`config.mk`:
```
export PLATFORM = sky130hd
export DESIGN_NAME = snsim_ctrl
export DESIGN_NICKNAME = d
export VERILOG_FILES = /design/src/rtl/snsim_pkg.sv /design/src/rtl/snsim_ctrl.sv
export SDC_FILE = /design/constraint.sdc
export NUM_CORES = 1
export LEC_CHECK = 0
export ABC_AREA = 1
export BUFFER_PORTS_ARGS = -buffer_cell sky130_fd_sc_hd__buf_2
export CAP_MARGIN = 20
export CORE_MARGIN = 2
export CORE_UTILIZATION = 56
export DETAILED_ROUTE_END_ITERATION = 8
export GPL_TIMING_DRIVEN = 0
export PLACE_DENSITY_LB_ADDON = 0.2
export SYNTH_ARGS = -nofsm -noshare
export SYNTH_HDL_FRONTEND = slang
export SYNTH_SLANG_ARGS = --single-unit
```
`constraint.sdc`:
```
create_clock -name clk -period 4.9 [get_ports clk]
set_input_delay 0.98 -clock clk [delete_from_list [all_inputs] [get_ports clk]]
set_output_delay 0.98 -clock clk [all_outputs]
set_load 0.01 [all_outputs]
```
`src/rtl/snsim_pkg.sv`:
```
// ----------------------------------------------------------------------------
// snsim_pkg
// Shared types and constants of the shared-neighbor similarity core:
// opcodes, register indexes, field widths, controller states and the
// command and status groups between controller and datapath.
// ----------------------------------------------------------------------------
`default_nettype none

package snsim_pkg;

	// Field widths of the external beats
	localparam int OP_W    = 1;
	localparam int ROW_W   = 10;
	localparam int SLOT_W  = 5;
	localparam int NID_W   = 11;
	localparam int CNT_W   = 11;
	localparam int SIM_W   = 17;
	localparam int K_W     = 6;
	localparam int TK_W    = K_W + 1;
	localparam int CIDX_W  = 1;
	localparam int CDATA_W = 17;

	// Fraction bits of the similarity and the divider step count
	localparam int FRAC_W    = 16;
	localparam int DIV_STEPS = FRAC_W;
	// Cycles from the last row read until the shared count is settled
	localparam int DRAIN_CYC = 2;

	localparam logic [SIM_W-1:0] SIM_ONE   = SIM_W'(1) << FRAC_W;
	localparam logic [CNT_W-1:0] CNT_MAX   = '1;
	localparam logic [K_W-1:0]   K_RESET   = K_W'(32);
	localparam logic [SIM_W-1:0] THR_RESET = '0;

	// Opcodes
	localparam logic [OP_W-1:0] OP_LOAD  = 1'b0;
	localparam logic [OP_W-1:0] OP_QUERY = 1'b1;

	// Register indexes
	localparam logic [CIDX_W-1:0] CFG_NEIGHBORS_USED  = 1'b0;
	localparam logic [CIDX_W-1:0] CFG_PRUNE_THRESHOLD = 1'b1;

	// Controller states
	typedef enum logic [2:0] {
		ST_IDLE,
		ST_RD_B,
		ST_RD_A,
		ST_DRAIN,
		ST_INIT,
		ST_DIV,
		ST_DONE
	} state_t;

	// Controller to datapath commands
	typedef struct packed {
		logic           load_wr;   // store one neighbor entry from the input beat
		logic           capture;   // latch the query rows, clear the count
		logic           rd_en;     // read one store entry
		logic           rd_b;      // read belongs to the second row
		logic [K_W-1:0] slot;      // slot being read
		logic           div_init;  // classify the count and seed the divider
		logic           div_step;  // one quotient bit
		logic           out_load;  // move the result into the output register
	} cmd_t;

	// Datapath to controller status
	typedef struct packed {
		logic out_free;            // output register can take a result now
	} status_t;

endpackage

`default_nettype wire

```
`src/rtl/snsim_ctrl.sv`:
```
// ----------------------------------------------------------------------------
// snsim_ctrl
// Query sequencer: steps through the reads of both rows, waits for the
// match count to settle, runs the divider and hands the result to the
// output register. Loads complete in the accept cycle.
// ----------------------------------------------------------------------------
`default_nettype none

module snsim_ctrl (
	input  wire logic                          clk,
	input  wire logic                          arst_n,
	input  wire logic                          in_valid,
	output logic                               in_ready,
	input  wire logic [snsim_pkg::OP_W-1:0]    opcode,
	input  wire logic [snsim_pkg::K_W-1:0]     k,
	input  wire snsim_pkg::status_t            status,
	output snsim_pkg::cmd_t                    cmd
);

	snsim_pkg::state_t              state_q, state_d;
	logic [snsim_pkg::K_W-1:0]      cnt_q, cnt_d;
	logic                           last_slot;
	logic                           in_beat;

	assign last_slot = ((cnt_q + snsim_pkg::K_W'(1)) == k);
	assign in_beat   = in_valid && in_ready;

	// Hold state and step counter
	always_ff @(posedge clk or negedge arst_n) begin
		if (!arst_n) begin
			state_q <= snsim_pkg::ST_IDLE;
			cnt_q   <= '0;
		end else begin
			state_q <= state_d;
			cnt_q   <= cnt_d;
		end
	end

	// Next state
	always_comb begin
		state_d = state_q;
		cnt_d   = cnt_q;
		case (state_q)
			snsim_pkg::ST_IDLE: begin
				cnt_d = '0;
				if (in_valid && opcode == snsim_pkg::OP_QUERY) begin
					state_d = (k == '0) ? snsim_pkg::ST_DRAIN : snsim_pkg::ST_RD_B;
				end
			end
			snsim_pkg::ST_RD_B: begin
				if (last_slot) begin
					state_d = snsim_pkg::ST_RD_A;
					cnt_d   = '0;
				end else begin
					cnt_d = cnt_q + snsim_pkg::K_W'(1);
				end
			end
			snsim_pkg::ST_RD_A: begin
				if (last_slot) begin
					state_d = snsim_pkg::ST_DRAIN;
					cnt_d   = '0;
				end else begin
					cnt_d = cnt_q + snsim_pkg::K_W'(1);
				end
			end
			snsim_pkg::ST_DRAIN: begin
				if (cnt_q == snsim_pkg::K_W'(snsim_pkg::DRAIN_CYC - 1)) begin
					state_d = snsim_pkg::ST_INIT;
					cnt_d   = '0;
				end else begin
					cnt_d = cnt_q + snsim_pkg::K_W'(1);
				end
			end
			snsim_pkg::ST_INIT: begin
				state_d = snsim_pkg::ST_DIV;
				cnt_d   = '0;
			end
			snsim_pkg::ST_DIV: begin
				if (cnt_q == snsim_pkg::K_W'(snsim_pkg::DIV_STEPS - 1)) begin
					state_d = snsim_pkg::ST_DONE;
					cnt_d   = '0;
				end else begin
					cnt_d = cnt_q + snsim_pkg::K_W'(1);
				end
			end
			snsim_pkg::ST_DONE: begin
				if (status.out_free) begin
					state_d = snsim_pkg::ST_IDLE;
				end
			end
			default: begin
				state_d = snsim_pkg::ST_IDLE;
				cnt_d   = '0;
			end
		endcase
	end

	// Commands
	always_comb begin
		in_ready     = 1'b0;
		cmd          = '0;
		cmd.slot     = cnt_q;
		case (state_q)
			snsim_pkg::ST_IDLE: begin
				in_ready    = 1'b1;
				cmd.load_wr = in_beat && opcode == snsim_pkg::OP_LOAD;
				cmd.capture = in_beat && opcode == snsim_pkg::OP_QUERY;
			end
			snsim_pkg::ST_RD_B: begin
				cmd.rd_en = 1'b1;
				cmd.rd_b  = 1'b1;
			end
			snsim_pkg::ST_RD_A: begin
				cmd.rd_en = 1'b1;
			end
			snsim_pkg::ST_INIT: begin
				cmd.div_init = 1'b1;
			end
			snsim_pkg::ST_DIV: begin
				cmd.div_step = 1'b1;
			end
			snsim_pkg::ST_DONE: begin
				cmd.out_load = status.out_free;
			end
			default: begin
				in_ready = 1'b0;
			end
		endcase
	end

endmodule

`default_nettype wire

```
==> flow_metrics.py, run 1 <==
metrics = {
    "drt": {
        "num_vias": 1078,
        "final_antenna_net_count": 0,
        "wl_per_cell_um": 11.6,
        "drt-pass1-iter-count": 4,
        "viasPerCell": 5.44,
        "drt_iter0_drc": 32,
        "routed_wl_mm": 2.30,
        "drc": 0,
    },
    "job": {
        "maxCapViolCount": 0,
    },
    "outcome": {
        "status": "finished, final reports clean",
    },
    "floorplan": {
        "num_io_pins": 25,
        "die_x_um": 45.6,
        "die_area_sq_mm": 0.00208,
        "design.core.area_sq_mm": 0.00167,
        "rows": 15,
        "start_util_pct": 58.1,
        "die_y_um": 45.6,
    },
    "worst_setup_path": {
        "cp-start-kind": "flop",
        "crit_type": "reg -> out",
        "crit_path_max_fanout": 8,
        "rrSetupSlack_ns": 2.98,
        "cp.arrival_ns": 1.54,
        "worstSetupEndpointType": "primary output",
        "critPathRequiredTime_ns": 3.92,
    },
    "clocking": {
        "cts_resized": 0,
        "numCtsBuffers": 3,
        "clk_pin_slew_ns": 0.06,
        "cts_tree": "built",
        "cts_sinks": 9,
        "htreeDepth": 1,
        "post-cts-setup-buffer-count": 0,
        "hold_buffers": 0,
        "clock-root-buffer": "clkbuf_4",
        "clk_latency_ns": 0.27,
        "clock_path_buffers": 2,
    },
    "final_layout": {
        "layout-drive-gt1-share_pct": 28.2,
        "area_growth_pct": 17.3,
        "finalCoreUtilization_pct": 68.2,
        "n_antenna_cell": 0,
        "nNetsFinal": 195,
        "final_cell_area_sq_mm": 0.00114,
    },
    "global_route": {
        "groute.usage.overall_pct": 25.4,
        "antenna_found_initial": 0,
        "grt_first_pass_wirelength_mm": 3.86,
        "overflow": 0,
        "grt_max_degree": 10,
        "grt_pass1_vias": 923,
    },
    "timing": {
        "fin_crit_sh_pct": 51.5,
        "hold_violations": 0,
        "tightest_slew_ns": 0.477,
        "rsz0062_at_grt": "false",
        "fin_setup_tns_ns": 0,
        "setup_viol": 0,
        "slew_viol_final": 0,
        "slew_headroom_pct": 68.1,
        "period_minus_slack_ns": 2.52,
        "max_freq_mhz": 396,
        "finClkSkew_ns": 0.00593,
        "layout_setup_ws_ns": 2.38,
    },
    "power_and_ir_drop": {
        "vdd_drop_max_mv": 0.315,
        "finalPower_w": 0.000526,
        "p_leak_nw": 0.639,
        "power_density_mw_per_mm2": 462,
    },
    "min_path": {
        "hp-class": "in -> async",
    },
    "place": {
        "post-dp-hpwl_mm": 1.87,
        "io_buffers": 24,
        "gp_congestion": 0.841,
        "dpl_cell_area_sq_mm": 0.00111,
        "place_ws_ns": 2.57,
    },
    "synthesis": {
        "ys_types": 26,
        "ys_warn_count": 0,
        "seq_area_frac_synth_pct": 23.2,
        "synth_top_cell_by_area": "dfrtp_1",
        "synth_area_leaders": "dfrtp_1 23%, nand2_1 15%, nand3_1 11%",
        "netlist_area_sq_um": 971,
        "syn-num-nets": 166,
        "ys_seq_elements": 9,
        "synth_area_per_cell_sq_um": 6.35,
        "synth_top_area_share_pct": 23.2,
        "syn_inst": 153,
    },
}
## synthesized netlist by cell type, drive strengths merged
library cell / count
dfrtp: 9
o21ai: 7
ha: 2
nor2: 18
nand2: 47
buf: 1
nor3: 3
nand4: 3
nand3b: 6
inv: 25
xnor2: 1
nand3: 25
a21oi: 2
clkbuf: 1
o21bai: 1
o31ai: 2
## final cells by class
cell class,instances,area [sq um]
fill,154,532
inverter,25,93.8
tap,17,21.3
multi-input combinational,117,642
sequential,9,225
buffer,2,10.0
clock buffer,4,26.3
timing repair buffer,24,120
## worst paths after layout
check / start / end / cells past startpoint
min in group clk: state_q[2]$_DFFE_PN0P_ / state_q[2]$_DFFE_PN0P_ / 2
max in group asynchronous: arst_n / cnt_q[3]$_DFFE_PN0P_ / 1
hold reg to reg: state_q[2]$_DFFE_PN0P_ / state_q[2]$_DFFE_PN0P_ / 2
setup reg to reg: cnt_q[0]$_DFFE_PN0P_ / state_q[1]$_DFFE_PN0P_ / 12
hold / removal: arst_n / cnt_q[2]$_DFFE_PN0P_ / 1
setup / recovery: state_q[1]$_DFFE_PN0P_ / cmd[0] / 6
## through the flow
| step | instances | hold slack, ns |
|---|---|---|
| after global placement | 194 | 0.574 |
| after global routing | 198 | 0.561 |
| after floorplan | 153 | 0.538 |
| after CTS | 198 | 0.555 |
| final | 198 | 0.552 |
| after detailed placement | 194 | 0.574 |
## sequential cells by signal, summed over array words and instances (netlist names)
signal / flops
state_q: 3
cnt_q: 6
## metal layers
| layer | global-route usage [%] | part of all wire, % | up-vias |
|---|---|---|---|
| met5 | 0 | 0 | - |
| met4 | 7.65 | 0.83 | 0 |
| met3 | 2.78 | 3.7 | 4 |
| met2 | 45.6 | 52 | 34 |
| met1 | 31.3 | 43 | 490 |
| li1 | - | - | 550 |
## critical path, stage by stage (launching register included)
cell and delay [ns]:
dfrtp_1 0.32, clkbuf_2 0.18, nand2_1 0.06, nor2_1 0.38
inv_1 0.11, nor2_1 0.10, buf_2 0.13
## kinds of logic (layout without fill, tap and decap cells)
group           count (synthesis)  in the layout  synth area share, %
simple gates                  102            102                 55.3
buf+inv                        27             55                 10.7
compound gates                 12             12                 7.34
flops                           9              9                 23.2
fa+ha+maj                       2              2                 2.58
xor+xnor                        1              1                0.902
## cell usage in the layout, fill, tap and decap left out, drive strengths merged
master	instances
a21oi	2
buf	25
clkbuf	5
dfrtp	9
ha	2
inv	25
nand2	47
nand3	25
nand3b	6
nand4	3
nor2	18
nor3	3
o21ai	7
o21bai	1
o31ai	2
xnor2	1
## where the power goes
group	switching, W	internal (W)
clock network	0.0000273	0.0000315
registers	0.0000313	0.0000964
logic	0.000217	0.000122
total	0.000276	0.000250
(Power assumes the default switching activity.)
==> inputs of run 2 (changes only) <==
--- a/config.mk
+++ b/config.mk
@@ -9,7 +9,7 @@
 export BUFFER_PORTS_ARGS = -buffer_cell sky130_fd_sc_hd__buf_2
 export CAP_MARGIN = 20
 export CORE_MARGIN = 2
-export CORE_UTILIZATION = 56
+export CORE_UTILIZATION = 47
 export DETAILED_ROUTE_END_ITERATION = 8
 export GPL_TIMING_DRIVEN = 0
 export PLACE_DENSITY_LB_ADDON = 0.2
==> constraint.sdc (replaced) <==
create_clock -name clk -period 2.1 [get_ports clk]
set_input_delay 0.42 -clock clk [delete_from_list [all_inputs] [get_ports clk]]
set_output_delay 0.42 -clock clk [all_outputs]
set_load 0.01 [all_outputs]
==> run 2 against run 1 <==
Via count grew 0.56%. Routed wire length grew 4.3%. Register-to-register slack lost 2.8 ns. Cell area grew 2.3%. Flip-flop and latch count is the same. Core utilization shrank 8.8 points. Sequential share of layout area shrank 0.34 points. Power grew 130%. Worst hold slack lost 0.0092 ns. Largest power group unchanged. Highest routed layer unchanged.
==> flow_metrics.py, run 2 (synthesis gave the netlist of run 1 again) <==
metrics = {
    "outcome": {
        "status": "finished, final reports clean",
    },
    "final_layout": {
        "final_cell_area_sq_mm": 0.00116,
        "largest_register": "cnt_q",
        "finalCoreUtilization_pct": 59.4,
        "n_antenna_cell": 0,
        "layout-drive-gt1-share_pct": 29.1,
        "largest_register_ff_count": 6,
        "area_growth_pct": 20.0,
        "largestRegisters": "cnt_q x6, state_q x3",
        "layout_commonest_cell": "nand2_1",
        "layout.cells.non_filler": 209,
        "n_fill_cell": 196,
        "final_cell_mix": "38 x nand2_1, 25 x buf_2, 23 x inv_1",
        "nNetsFinal": 196,
    },
    "timing": {
        "slew_viol_final": 0,
        "layout_setup_ws_ns": 0.183,
        "setup_viol": 0,
        "max_freq_mhz": 522,
        "fin_crit_sh_pct": 91.3,
        "rsz0062_at_grt": "false",
        "tightest_slew_ns": 0.392,
        "hold_violations": 0,
        "period_minus_slack_ns": 1.92,
        "fin_setup_tns_ns": 0,
        "finClkSkew_ns": 0.00411,
        "slew_headroom_pct": 73.8,
    },
    "drt": {
        "drt_iter0_drc": 17,
        "viasPerCell": 5.19,
        "num_vias": 1084,
        "final_antenna_net_count": 0,
        "routed_wl_mm": 2.40,
        "drt-pass1-iter-count": 4,
        "wl_per_cell_um": 11.5,
        "drc": 0,
    },
    "place": {
        "io_buffers": 24,
        "dpl_cell_area_sq_mm": 0.00112,
        "post-dp-hpwl_mm": 1.96,
        "gp_congestion": 0.883,
        "dp.cells": 204,
        "place_ws_ns": 0.159,
    },
    "floorplan": {
        "num_io_pins": 25,
        "die_y_um": 49.5,
        "die_x_um": 49.5,
        "design.core.area_sq_mm": 0.00196,
        "start_util_pct": 49.5,
        "rows": 16,
        "die_area_sq_mm": 0.00245,
    },
    "clocking": {
        "clock-root-buffer": "clkbuf_4",
        "cts_sinks": 9,
        "cts_tree": "built",
        "clock_path_buffers": 2,
        "htreeDepth": 1,
        "clk_latency_ns": 0.26,
        "numCtsBuffers": 3,
        "post-cts-setup-buffer-count": 0,
        "clk_pin_slew_ns": 0.06,
    },
    "worst_setup_path": {
        "crit_family": "simple AND/OR/NAND/NOR gates",
        "crit_type": "reg -> out",
        "critPathRequiredTime_ns": 1.68,
        "r2r_start": "cnt_q[0]$_DFFE_PN0P_",
        "cp-start-kind": "flop",
        "cp.depth": 5,
        "cp.arrival_ns": 1.50,
        "r2r_cells": 12,
        "slowest_delay_ns": 0.37,
        "path_buf_inv": 2,
        "critPathLaunch": "state_q[0]$_DFFE_PN0P_",
        "r2r_end": "state_q[0]$_DFFE_PN0P_",
        "rrSetupSlack_ns": 0.18,
        "crit_path_max_fanout": 9,
        "crit_chain": "buf_2 -> nand2_1 -> nand2_1 -> nor2_2 -> buf_2",
        "endpoint": "cmd[10]",
        "worstSetupEndpointType": "primary output",
        "slowest_stage": "dfrtp_1",
    },
    "power_and_ir_drop": {
        "vdd_drop_max_mv": 0.809,
        "power_density_mw_per_mm2": 1050,
        "p_leak_nw": 0.641,
    },
    "global_route": {
        "grt_first_pass_wirelength_mm": 4.15,
        "overflow": 0,
        "groute.usage.overall_pct": 21.9,
        "grt_max_degree": 10,
        "antenna_found_initial": 0,
        "grt_pass1_vias": 985,
    },
    "min_path": {
        "hp-class": "in -> async",
    },
    "job": {
        "maxCapViolCount": 0,
    },
}
-- run 2: how the worst min path moves through the flow --
stage	cells after the start	endpoint	slack [ns]	from
3_5_place_dp	1	state_q[1]$_DFFE_PN0P_	0.28	arst_n
4_1_cts	1	state_q[1]$_DFFE_PN0P_	0.002	arst_n
5_1_grt	2	cnt_q[4]$_DFFE_PN0P_	0.55	arst_n
3_3_place_gp	1	state_q[0]$_DFFE_PN0P_	0.27	arst_n
2_1_floorplan	0	cnt_q[0]$_DFFE_PN0P_	0.12	arst_n
6_report	2	cnt_q[4]$_DFFE_PN0P_	0.54	arst_n
-- run 2: where the power goes --
group          internal [W]  total, W  switching, W  leakage [nW]
registers          0.000227  0.000304     0.0000769         0.117
logic              0.000287  0.000791      0.000504         0.509
clock network     0.0000730  0.000130     0.0000572        0.0150
-- run 2: area by class of cell --
type | instances | area [sq um] | area share [%]
inverter | 25 | 93.8 | 8.06
multi-input combinational | 117 | 644 | 55.3
clock buffer | 4 | 26.3 | 2.26
sequential | 9 | 226 | 19.4
timing repair buffer | 25 | 130 | 11.2
buffer | 2 | 10.0 | 0.859
tap | 27 | 33.8 | 2.90
-- run 2: worst register-to-register path, stage by stage, from the launching register on --
cell and delay (ns):
dfrtp_1 0.50, ha_1 0.38, inv_1 0.08, nand2_1 0.06
nand2_1 0.04, nor2_1 0.10, nand2_1 0.07, nor2_2 0.13
nand3_4 0.14, nand2_4 0.10, nand2_2 0.06, nand2_1 0.06
nand2_1 0.06
-- run 2: metrics by stage --
stage,hold slack (ns),power (W)
finish,0.543,0.00123
detailed placement,0.281,0.00109
global placement,0.268,0.00107
global route,0.550,0.00136
CTS,0.00157,0.00123
floorplan,0.124,0.000876
-- run 2: what timing repair did --
action	CTS	global route
hold buffers	0	1
endpoints found under the setup margin	0	3
resized for setup	0	2
hold endpoints to repair	0	4
-- run 2: metal layers --
layer	global-route usage, %	share of wire, %	vias up
li1	-	-	551
met1	26.4	42	489
met2	40.3	52	42
met3	4.55	5.8	2
met4	4.17	0.54	0
met5	0	0	-
==> inputs of run 3 (changes only) <==
--- a/config.mk
+++ b/config.mk
@@ -9,7 +9,8 @@
 export BUFFER_PORTS_ARGS = -buffer_cell sky130_fd_sc_hd__buf_2
 export CAP_MARGIN = 20
 export CORE_MARGIN = 2
-export CORE_UTILIZATION = 47
+export CORE_UTILIZATION = 49
+export CTS_BUF_LIST = sky130_fd_sc_hd__clkbuf_8
 export DETAILED_ROUTE_END_ITERATION = 8
 export GPL_TIMING_DRIVEN = 0
 export PLACE_DENSITY_LB_ADDON = 0.2
==> run 3 against run 2 <==
Worst hold slack worse by 0.51 ns. Sequential share of layout area is 0.059 points lower. Maximum frequency is 1.9% higher. Routed wire length is 5.7% lower. Via count is 1.3% lower. Combinational power is 0.8% higher. Register-to-register slack better by 0.06 ns. First-iteration DRC count is 59% higher.
==> flow_metrics.py, run 3 (synthesis gave the netlist of run 1 again) <==
metrics = {
    "global_route": {
        "grt_pass1_vias": 946,
        "grt_max_degree": 10,
        "antenna_found_initial": 0,
        "groute.usage.overall_pct": 20.7,
        "grt_first_pass_wirelength_mm": 3.93,
        "overflow": 0,
    },
    "floorplan": {
        "rows": 16,
        "num_io_pins": 25,
        "die_y_um": 48.5,
        "die_x_um": 48.5,
        "design.core.area_sq_mm": 0.00192,
        "start_util_pct": 50.5,
        "die_area_sq_mm": 0.00235,
    },
    "power_and_ir_drop": {
        "power_density_mw_per_mm2": 1100,
        "finalPower_w": 0.00129,
        "vdd_drop_max_mv": 0.871,
        "p_leak_nw": 0.648,
    },
    "worst_setup_path": {
        "slowest_stage": "dfrtp_1",
        "critPathRequiredTime_ns": 1.68,
        "worstSetupEndpointType": "primary output",
        "slowest_delay_ns": 0.44,
        "cp.arrival_ns": 1.46,
        "cp-start-kind": "flop",
        "rrSetupSlack_ns": 0.24,
        "crit_type": "reg -> out",
        "crit_path_max_fanout": 8,
        "crit_chain": "inv_1 -> nand2_1 -> nor2_2 -> buf_2",
    },
    "final_layout": {
        "nNetsFinal": 195,
        "largest_register": "cnt_q",
        "area_growth_pct": 21.0,
        "layout_commonest_cell": "nand2_1",
        "largestRegisters": "cnt_q x6, state_q x3",
        "n_fill_cell": 200,
        "layout-drive-gt1-share_pct": 29.8,
        "n_antenna_cell": 0,
        "final_cell_mix": "38 x nand2_1, 25 x buf_2, 24 x inv_1",
        "largest_register_ff_count": 6,
    },
    "timing": {
        "rsz0062_at_grt": "false",
        "fin_crit_sh_pct": 89.6,
        "tightest_slew_ns": 0.422,
        "finClkSkew_ns": 0.000278,
        "max_freq_mhz": 532,
        "hold_violations": 0,
        "fin_setup_tns_ns": 0,
        "slew_headroom_pct": 71.9,
        "slew_viol_final": 0,
        "period_minus_slack_ns": 1.88,
        "setup_viol": 0,
    },
    "place": {
        "gp_congestion": 0.827,
        "post-dp-hpwl_mm": 1.86,
        "io_buffers": 24,
    },
    "drt": {
        "viasPerCell": 5.14,
        "routed_wl_mm": 2.26,
        "final_antenna_net_count": 0,
        "num_vias": 1070,
        "drt_iter0_drc": 27,
        "drc": 0,
        "wl_per_cell_um": 10.9,
        "drt-pass1-iter-count": 4,
    },
    "clocking": {
        "post-cts-setup-buffer-count": 0,
        "clock_path_buffers": 2,
        "clk_latency_ns": 0.22,
        "cts_sinks": 9,
        "htreeDepth": 1,
        "clk_pin_slew_ns": 0.04,
        "clock-root-buffer": "clkbuf_8",
        "numCtsBuffers": 3,
        "cts_tree": "built",
    },
    "job": {
        "maxCapViolCount": 0,
    },
    "min_path": {
        "hp-class": "in -> async",
    },
    "outcome": {
        "status": "finished, final reports clean",
    },
}
==> run 3: cell types whose count changed in the layout (fill, tap and decap cells not counted), sizes merged <==
cell         delta
clkbuf          -1
dlygate4sd3     -1
inv             +1
==> run 3: layout make-up <==
type	instances	area, sq um	share of cell area, %
multi-input combinational	117	644	54.8
timing repair buffer	24	120	10.2
sequential	9	228	19.4
clock inverter	1	3.75	0.319
buffer	2	10.0	0.852
tap	27	33.8	2.88
inverter	25	93.8	7.99
clock buffer	3	41.3	3.51
==> run 3: path summary, 6_finish.rpt <==
kind                                   startpoint                     end  cells past startpoint
setup / recovery           state_q[2]$_DFFE_PN0P_                 cmd[10]                      4
hold / removal                             arst_n    cnt_q[2]$_DFFE_PN0P_                      1
setup reg to reg             cnt_q[0]$_DFFE_PN0P_  state_q[0]$_DFFE_PN0P_                     12
hold reg to reg            state_q[2]$_DFFE_PN0P_  state_q[2]$_DFFE_PN0P_                      2
max in group asynchronous                  arst_n    cnt_q[0]$_DFFE_PN0P_                      1
min in group clk           state_q[2]$_DFFE_PN0P_  state_q[2]$_DFFE_PN0P_                      2
==> run 3: worst max-delay path, delay by kind of cell, from the launching register on <==
kind	cells	cell delay, ns
buf+inv	2	0.38
simple gates	2	0.42
flops	1	0.44
==> run 3: what timing repair did <==
item / in CTS / in global routing
hold buffers: 0 / 0
setup endpoints to repair: 0 / 4
resized for setup: 0 / 3
==> run 3: stage by stage <==
step | cells | hold slack, ns | instance area (sq um) | util [%] | worst slack (ns)
after detailed placement | 204 | 0.274 | 1120 | 58.5 | 0.203
final | 208 | 0.0359 | 1170 | 61.1 | 0.219
after CTS | 208 | 0.0325 | 1170 | 60.9 | 0.148
after global routing | 208 | 0.0401 | 1170 | 61.1 | 0.0275
after global placement | 204 | 0.269 | 1120 | 58.5 | 0.209
after floorplan | 153 | 0.124 | 971 | - | 0.373
==> run 3: power by group <==
group	internal, W	switching (W)
Combinational	0.000286	0.000511
Clock	0.000126	0.0000587
Sequential	0.000230	0.0000756
Total	0.000642	0.000645
==> run 3: per-layer routing <==
layer / track usage [%] / up-vias / wire length, um
met5: 0 / - / 0
met4: 2.86 / 0 / 0
met3: 3.70 / 0 / 121
met2: 37.0 / 30 / 1120
met1: 26.7 / 493 / 1010
li1: - / 547 / -
